File: src/hw/rtl/cfap_pkg.sv
// ----------------------------------------------------------------------------
// cfap_pkg
// Shared types, constants and tables of the corner fillet arc point generator.
// ----------------------------------------------------------------------------
`default_nettype none

package cfap_pkg;

  localparam int unsigned COORD_W     = 16;
  localparam int unsigned RADIUS_W    = 5;
  localparam logic [RADIUS_W-1:0] RADIUS_RESET = 5'd10;

  localparam logic [31:0] GAIN_Q30    = 32'd652032874;
  localparam logic [26:0] TWO_PI_Q24  = 27'd105414357;
  localparam logic [31:0] CENTRE_MAX  = 32'h7FFF_FFFF;
  localparam logic [8:0]  MIN_SAMPLES = 9'd5;
  localparam logic [8:0]  MAX_SAMPLES = 9'd64;

  typedef enum logic [1:0] {
    STATUS_OK      = 2'd0,
    STATUS_DEGEN   = 2'd1,
    STATUS_ACW     = 2'd2,
    STATUS_OVER_PI = 2'd3
  } status_e;

  typedef enum logic [5:0] {
    CMD_NONE,
    CMD_LOAD,
    CMD_PROD_CROSS,
    CMD_SUM_CROSS,
    CMD_PROD_LEN,
    CMD_SUM_LEN,
    CMD_STATUS,
    CMD_CLAMP,
    CMD_VEC_T,
    CMD_VEC_P,
    CMD_ITER,
    CMD_SAVE_T,
    CMD_SAVE_PHI,
    CMD_RT,
    CMD_NLO,
    CMD_NHI,
    CMD_NSET,
    CMD_ROT_HALF,
    CMD_SAVE_COSH,
    CMD_DIV_D,
    CMD_DIV_ITER,
    CMD_SAVE_D,
    CMD_ROT_MID,
    CMD_SAVE_MID,
    CMD_CX_MUL,
    CMD_CX_SET,
    CMD_CY_MUL,
    CMD_CY_SET,
    CMD_DIV_A,
    CMD_ROT_PT,
    CMD_PT_MUL,
    CMD_EMIT_PT
  } cmd_e;

  typedef enum logic [5:0] {
    ST_IDLE, ST_PCROSS, ST_SCROSS, ST_PLEN, ST_SLEN, ST_CHECK, ST_STATUS,
    ST_CLAMP, ST_VT, ST_VT_IT, ST_ST, ST_VP, ST_VP_IT, ST_SP, ST_RT,
    ST_NLO, ST_NHI, ST_NSET, ST_RH, ST_RH_IT, ST_SCOSH, ST_DD, ST_DD_IT,
    ST_SD, ST_RM, ST_RM_IT, ST_SM, ST_CXM, ST_CXS, ST_CYM, ST_CYS,
    ST_DA, ST_DA_IT, ST_RP, ST_RP_IT, ST_PM, ST_EMIT
  } ctrl_state_e;

  typedef struct packed {
    logic cr_zero;
    logic cr_pos;
    logic clamp_done;
    logic iter_last;
    logic div_last;
    logic pt_last;
    logic out_free;
  } dp_stat_t;

  // arctan(2^-i) as binary angle, full turn = 2^32
  function automatic logic [31:0] atan_lut(input logic [4:0] idx);
    logic [31:0] v;
    case (idx)
      5'd0:    v = 32'd536870912;
      5'd1:    v = 32'd316933406;
      5'd2:    v = 32'd167458907;
      5'd3:    v = 32'd85004756;
      5'd4:    v = 32'd42667331;
      5'd5:    v = 32'd21354465;
      5'd6:    v = 32'd10679838;
      5'd7:    v = 32'd5340245;
      5'd8:    v = 32'd2670163;
      5'd9:    v = 32'd1335087;
      5'd10:   v = 32'd667544;
      5'd11:   v = 32'd333772;
      5'd12:   v = 32'd166886;
      5'd13:   v = 32'd83443;
      5'd14:   v = 32'd41722;
      5'd15:   v = 32'd20861;
      5'd16:   v = 32'd10430;
      5'd17:   v = 32'd5215;
      5'd18:   v = 32'd2608;
      5'd19:   v = 32'd1304;
      5'd20:   v = 32'd652;
      5'd21:   v = 32'd326;
      5'd22:   v = 32'd163;
      5'd23:   v = 32'd81;
      default: v = 32'd0;
    endcase
    return v;
  endfunction

endpackage

`default_nettype wire

File: src/hw/rtl/cfap_ctrl.sv
// ----------------------------------------------------------------------------
// cfap_ctrl
// Sequencer: steps the datapath through setup, CORDIC, division and emission.
// ----------------------------------------------------------------------------
`default_nettype none

module cfap_ctrl (
  input  wire logic              clk_i,
  input  wire logic              rst_ni,
  input  wire logic              in_valid_i,
  output logic                   in_ready_o,
  input  wire cfap_pkg::dp_stat_t stat_i,
  output cfap_pkg::cmd_e         cmd_o
);

  cfap_pkg::ctrl_state_e state_q, state_d;

  always_ff @(posedge clk_i or negedge rst_ni) begin
    if (!rst_ni) begin
      state_q <= cfap_pkg::ST_IDLE;
    end else begin
      state_q <= state_d;
    end
  end

  always_comb begin
    state_d    = state_q;
    cmd_o      = cfap_pkg::CMD_NONE;
    in_ready_o = 1'b0;
    case (state_q)
      cfap_pkg::ST_IDLE: begin
        in_ready_o = 1'b1;
        if (in_valid_i) begin
          cmd_o   = cfap_pkg::CMD_LOAD;
          state_d = cfap_pkg::ST_PCROSS;
        end
      end
      cfap_pkg::ST_PCROSS: begin
        cmd_o   = cfap_pkg::CMD_PROD_CROSS;
        state_d = cfap_pkg::ST_SCROSS;
      end
      cfap_pkg::ST_SCROSS: begin
        cmd_o   = cfap_pkg::CMD_SUM_CROSS;
        state_d = cfap_pkg::ST_PLEN;
      end
      cfap_pkg::ST_PLEN: begin
        cmd_o   = cfap_pkg::CMD_PROD_LEN;
        state_d = cfap_pkg::ST_SLEN;
      end
      cfap_pkg::ST_SLEN: begin
        cmd_o   = cfap_pkg::CMD_SUM_LEN;
        state_d = cfap_pkg::ST_CHECK;
      end
      cfap_pkg::ST_CHECK: begin
        if (stat_i.cr_zero || stat_i.cr_pos) begin
          state_d = cfap_pkg::ST_STATUS;
        end else begin
          state_d = cfap_pkg::ST_CLAMP;
        end
      end
      cfap_pkg::ST_STATUS: begin
        if (stat_i.out_free) begin
          cmd_o   = cfap_pkg::CMD_STATUS;
          state_d = cfap_pkg::ST_IDLE;
        end
      end
      cfap_pkg::ST_CLAMP: begin
        cmd_o = cfap_pkg::CMD_CLAMP;
        if (stat_i.clamp_done) begin
          state_d = cfap_pkg::ST_VT;
        end
      end
      cfap_pkg::ST_VT: begin
        cmd_o   = cfap_pkg::CMD_VEC_T;
        state_d = cfap_pkg::ST_VT_IT;
      end
      cfap_pkg::ST_VT_IT: begin
        cmd_o = cfap_pkg::CMD_ITER;
        if (stat_i.iter_last) state_d = cfap_pkg::ST_ST;
      end
      cfap_pkg::ST_ST: begin
        cmd_o   = cfap_pkg::CMD_SAVE_T;
        state_d = cfap_pkg::ST_VP;
      end
      cfap_pkg::ST_VP: begin
        cmd_o   = cfap_pkg::CMD_VEC_P;
        state_d = cfap_pkg::ST_VP_IT;
      end
      cfap_pkg::ST_VP_IT: begin
        cmd_o = cfap_pkg::CMD_ITER;
        if (stat_i.iter_last) state_d = cfap_pkg::ST_SP;
      end
      cfap_pkg::ST_SP: begin
        cmd_o   = cfap_pkg::CMD_SAVE_PHI;
        state_d = cfap_pkg::ST_RT;
      end
      cfap_pkg::ST_RT: begin
        cmd_o   = cfap_pkg::CMD_RT;
        state_d = cfap_pkg::ST_NLO;
      end
      cfap_pkg::ST_NLO: begin
        cmd_o   = cfap_pkg::CMD_NLO;
        state_d = cfap_pkg::ST_NHI;
      end
      cfap_pkg::ST_NHI: begin
        cmd_o   = cfap_pkg::CMD_NHI;
        state_d = cfap_pkg::ST_NSET;
      end
      cfap_pkg::ST_NSET: begin
        cmd_o   = cfap_pkg::CMD_NSET;
        state_d = cfap_pkg::ST_RH;
      end
      cfap_pkg::ST_RH: begin
        cmd_o   = cfap_pkg::CMD_ROT_HALF;
        state_d = cfap_pkg::ST_RH_IT;
      end
      cfap_pkg::ST_RH_IT: begin
        cmd_o = cfap_pkg::CMD_ITER;
        if (stat_i.iter_last) state_d = cfap_pkg::ST_SCOSH;
      end
      cfap_pkg::ST_SCOSH: begin
        cmd_o   = cfap_pkg::CMD_SAVE_COSH;
        state_d = cfap_pkg::ST_DD;
      end
      cfap_pkg::ST_DD: begin
        cmd_o   = cfap_pkg::CMD_DIV_D;
        state_d = cfap_pkg::ST_DD_IT;
      end
      cfap_pkg::ST_DD_IT: begin
        cmd_o = cfap_pkg::CMD_DIV_ITER;
        if (stat_i.div_last) state_d = cfap_pkg::ST_SD;
      end
      cfap_pkg::ST_SD: begin
        cmd_o   = cfap_pkg::CMD_SAVE_D;
        state_d = cfap_pkg::ST_RM;
      end
      cfap_pkg::ST_RM: begin
        cmd_o   = cfap_pkg::CMD_ROT_MID;
        state_d = cfap_pkg::ST_RM_IT;
      end
      cfap_pkg::ST_RM_IT: begin
        cmd_o = cfap_pkg::CMD_ITER;
        if (stat_i.iter_last) state_d = cfap_pkg::ST_SM;
      end
      cfap_pkg::ST_SM: begin
        cmd_o   = cfap_pkg::CMD_SAVE_MID;
        state_d = cfap_pkg::ST_CXM;
      end
      cfap_pkg::ST_CXM: begin
        cmd_o   = cfap_pkg::CMD_CX_MUL;
        state_d = cfap_pkg::ST_CXS;
      end
      cfap_pkg::ST_CXS: begin
        cmd_o   = cfap_pkg::CMD_CX_SET;
        state_d = cfap_pkg::ST_CYM;
      end
      cfap_pkg::ST_CYM: begin
        cmd_o   = cfap_pkg::CMD_CY_MUL;
        state_d = cfap_pkg::ST_CYS;
      end
      cfap_pkg::ST_CYS: begin
        cmd_o   = cfap_pkg::CMD_CY_SET;
        state_d = cfap_pkg::ST_DA;
      end
      cfap_pkg::ST_DA: begin
        cmd_o   = cfap_pkg::CMD_DIV_A;
        state_d = cfap_pkg::ST_DA_IT;
      end
      cfap_pkg::ST_DA_IT: begin
        cmd_o = cfap_pkg::CMD_DIV_ITER;
        if (stat_i.div_last) state_d = cfap_pkg::ST_RP;
      end
      cfap_pkg::ST_RP: begin
        cmd_o   = cfap_pkg::CMD_ROT_PT;
        state_d = cfap_pkg::ST_RP_IT;
      end
      cfap_pkg::ST_RP_IT: begin
        cmd_o = cfap_pkg::CMD_ITER;
        if (stat_i.iter_last) state_d = cfap_pkg::ST_PM;
      end
      cfap_pkg::ST_PM: begin
        cmd_o   = cfap_pkg::CMD_PT_MUL;
        state_d = cfap_pkg::ST_EMIT;
      end
      cfap_pkg::ST_EMIT: begin
        if (stat_i.out_free) begin
          cmd_o   = cfap_pkg::CMD_EMIT_PT;
          state_d = stat_i.pt_last ? cfap_pkg::ST_IDLE : cfap_pkg::ST_DA;
        end
      end
      default: begin
        state_d = cfap_pkg::ST_IDLE;
      end
    endcase
  end

endmodule

`default_nettype wire

File: config.mk
export PLATFORM = sky130hd
export DESIGN_NAME = cfap_ctrl
export DESIGN_NICKNAME = d
export VERILOG_FILES = /design/src/hw/rtl/cfap_pkg.sv /design/src/hw/rtl/cfap_ctrl.sv
export SDC_FILE = /design/constraint.sdc
export NUM_CORES = 1
export LEC_CHECK = 0
export BUFFER_PORTS_ARGS = -buffer_cell sky130_fd_sc_hd__buf_2
export CORE_ASPECT_RATIO = 0.7
export CORE_MARGIN = 2
export CORE_UTILIZATION = 35
export DETAILED_ROUTE_END_ITERATION = 8
export SYNTH_ARGS = -nofsm -noshare
export SYNTH_HDL_FRONTEND = slang
export SYNTH_SLANG_ARGS = --single-unit
File: constraint.sdc
create_clock -name clk_i -period 2.4 [get_ports clk_i]
set_input_delay 0.24 -clock clk_i [delete_from_list [all_inputs] [get_ports clk_i]]
set_output_delay 0.24 -clock clk_i [all_outputs]
set_load 0.05 [all_outputs]
==> summary.md <==
| Metric | Value |
|---|---|
| Final hold violation count | 0 |
| Register-to-Register Path Depth | 7 |
| Largest net degree at the start of global routing | 26 |
| Switching pwr | ~1.2 mW |
| Area growth from synthesis to layout | 26.41% |
| Critical path fanouts, max | 14 |
| Placed Instances | 192 |
| Residual DRC count | 0 |
| Register area share after synthesis | 0.1441 |
| Netlist Area Pre-Place | roughly 1000 µm² |
| Power Internal | 1.004 mW |
| GRT overflow | 0 |
| Horiz. Die Dim | between 60 and 70 µm |
| Final Routed Wirelength | 3.138 mm |
| Synth top area cells | dfrtp_1, mux2_4, a2111oi_4, o21ai_0, nor2_1 |
| Syn Area/Cell | around 7.4 µm² |
| Share of cells above drive strength 1 | 0.3497 |
| ANT cells | 0 |
| Area leader, netlist | dfrtp_1 |
| Clk sinks | 6 |
| First-pass GRT wire length | 5.333 mm |
| Largest regs | state_q (6) |
| Number of synthesized flops with an enable pin | 0 |
| Setup crit end | cmd_o[2] |
| Final Cycle Share | 0.9567 |
| Worst setup SP type | flip-flop |
| Ys Warns | 0 |
| Hold Path Class | in2async |
| CP Class | reg2out |
| Dominant cell by count in the synthesized netlist | nor2_1 |
| Num rows | 16 |
| Biggest register | state_q |
| Nets@finish | around 180 |
| RR Endpoint | state_q[4]$_DFFE_PN0P_ |
| R2r startpoint | state_q[0]$_DFFE_PN0P_ |
| Pre-antenna DRT Iters | 4 |
| DP Worst Slack | 0.2039 ns |
| Final Max Slew Viols | 0 |
| Final ANT Viol Nets | 0 |
| Slew at the pin closest to its max-slew limit | 0.7218 ns |
| CP Capture Type | output pin |
| Max Root-Sink Buffers | 2 |
| Flops & latches, synth | 6 |
| Sequential share of power | 0.112 |
| DP HPWL | 2.375 mm |
| Power per cell area | about 1700 nW/µm² |
| Top Ports | 17 |
| Minimum setup slack among reg-to-reg paths | approximately 0.14 ns |
| Post-Syn Nets | roughly 150 |
| Max FFs per register | 6 |
| Via density | slightly below 6 |
| Clock Skew | 0.004920 ns |
| Max cap viols | 0 |
| Final GP Congestion | just under 0.9 |
| Initial Utilization | 0.3692 |
| Status | complete, no violations |
| Antenna violations before repair | 0 |
| Synth Instances | ~140 |
| Worst EP required | between 2 and 2.5 ns |
| Worst Setup SP | state_q[0]$_DFFE_PN0P_ |
| Primary FF master, synth | dfrtp_1 |
| Combinational group share of total power | 0.820 |
| Die H | around 50 µm |
| Placeable Area | between 2000 and 3000 µm² |
| CTS root buf | clkbuf_8 |
| Clock latency on the worst-skew pair | between 0.2 and 0.25 ns |
| Final setup viols | 0 |
| DIE AREA | 3437 µm² |
| Most frequent cells after synthesis | nor2_1, o21ai_0, nand2_1, nand3_1 |
| Vias in the first global route | roughly 1100 |
| Sw Share | 0.5432 |
| All-Layer GR Usage | 0.1905 |
| FMAX | around 440 MHz |
| Vias after detailed routing | roughly 1200 |
| H-tree lvl count | 1 |
| Slew HR | 0.5188 |
| CTS tree | built |
| Post-synth cell types | 47 |
| Crit path time final | about 2.3 ns |
| Peak VDD IR | between 800 and 900 µV |
| WL per Instance | ~16 µm |
| Iteration-0 DRC Markers | between 100 and 150 |
| Total CTS buffers | 3 |
| Final Util | 0.4668 |
| Clock transition at path regs | roughly 0.040 ns |
| Pleak | ~0.55 nW |
| Fraction of registers with async set/reset | 1.000 |
| Area fraction of the dominant cell type after synthesis | 0.1441 |
| Clock share of power | 0.068 |
| WP data arrival | around 2.1 ns |
| Fin cells | between 150 and 200 |
| Worst setup margin | a little over 0.1 ns |
| PortBufs | 15 |
[cells by family after synthesis]
group,share of synthesized area
and+or+nand+nor,0.3097
xor gates and xnor gates,0.008405
adders and majority gates,0.009604
buffers and inverters,0.09124
muxes,0.1321
AOI/OAI and AO/OA,0.3013
other,0.003598
DFF,0.1441
[routing by layer]
layer	part of all wire	vias to the layer above	track usage	routed length [µm]
li1	-	569	-	-
met5	0	-	0	0
met1	0.49	548	0.2855	1552
met4	0.014	0	0.05229	44
met3	0.069	6	0.03272	218
met2	0.42	52	0.2788	1322
[layout make-up]
class                      count  area, µm²
fill                         284       1505
multi-input combinational    113      810.8
timing repair buffer          35      242.7
sequential                     6      155.1
tap                           36      45.04
clock buffer                   3      41.29
inverter                       6      22.52
[worst min path at each step]
stage / start / endpoint / slack, ns / cells past startpoint
2_1_floorplan: rst_ni / state_q[0]$_DFFE_PN0P_ / -0.06 / 0
3_3_place_gp: rst_ni / state_q[4]$_DFFE_PN0P_ / 0.07 / 1
3_5_place_dp: rst_ni / state_q[4]$_DFFE_PN0P_ / 0.07 / 1
4_1_cts: rst_ni / state_q[2]$_DFFE_PN0P_ / 0.38 / 2
5_1_grt: rst_ni / state_q[2]$_DFFE_PN0P_ / 0.40 / 2
6_report: rst_ni / state_q[2]$_DFFE_PN0P_ / 0.38 / 2
[power by group through the flow]
stage / combinational [mW] / sequential [mW] / clock, mW
after floorplan: 1.35 / 0.162 / 0
after global placement: 1.64 / 0.253 / 0
after detailed placement: 1.66 / 0.253 / 0
after CTS: 1.69 / 0.251 / 0.153
after global routing: 1.94 / 0.255 / 0.159
final: 1.80 / 0.247 / 0.149
[per-stage QoR]
step | cell area (µm²) | power, mW | TNS (ns) | hold WS [ns]
after floorplan | 1049 | 1.516 | 0 | -0.05559
after global placement | 1216 | 1.894 | 0 | 0.06975
after detailed placement | 1216 | 1.909 | 0 | 0.07107
after CTS | 1272 | 2.093 | 0 | 0.3752
after global routing | 1318 | 2.350 | -0.001646 | 0.3969
final | 1318 | 2.197 | 0 | 0.3822
[repair_timing]
action | CTS | global route
endpoints found under the setup margin | 2 | 4
hold buffers | 1 | 0
resized for setup | 2 | 10
hold endpoints to repair | 6 | 0
buffers inserted | 0 | 3
pin swaps | 0 | 1
cloned | 0 | 0
[worst max-delay path, cell delays in order (launching register included)]
cell and delay [ns]:
dfrtp_2 0.40, buf_4 0.18, or2_1 0.25, o32a_1 0.36, o211ai_1 0.24, a31oi_1 0.12
nand3_1 0.12, buf_6 0.16
[placed cells by master (no fill, tap or decap), types with 4 or more instances in the layout]
master	n
buf_4	19
nor2_1	12
buf_2	12
nand2_1	9
o21ai_0	9
nand3_1	8
a21oi_1	7
nand2b_1	5
a31oi_1	5
mux2_4	5
mux2i_1	4
dfrtp_2	4
Note: power is estimated with default switching activity, not from simulation.
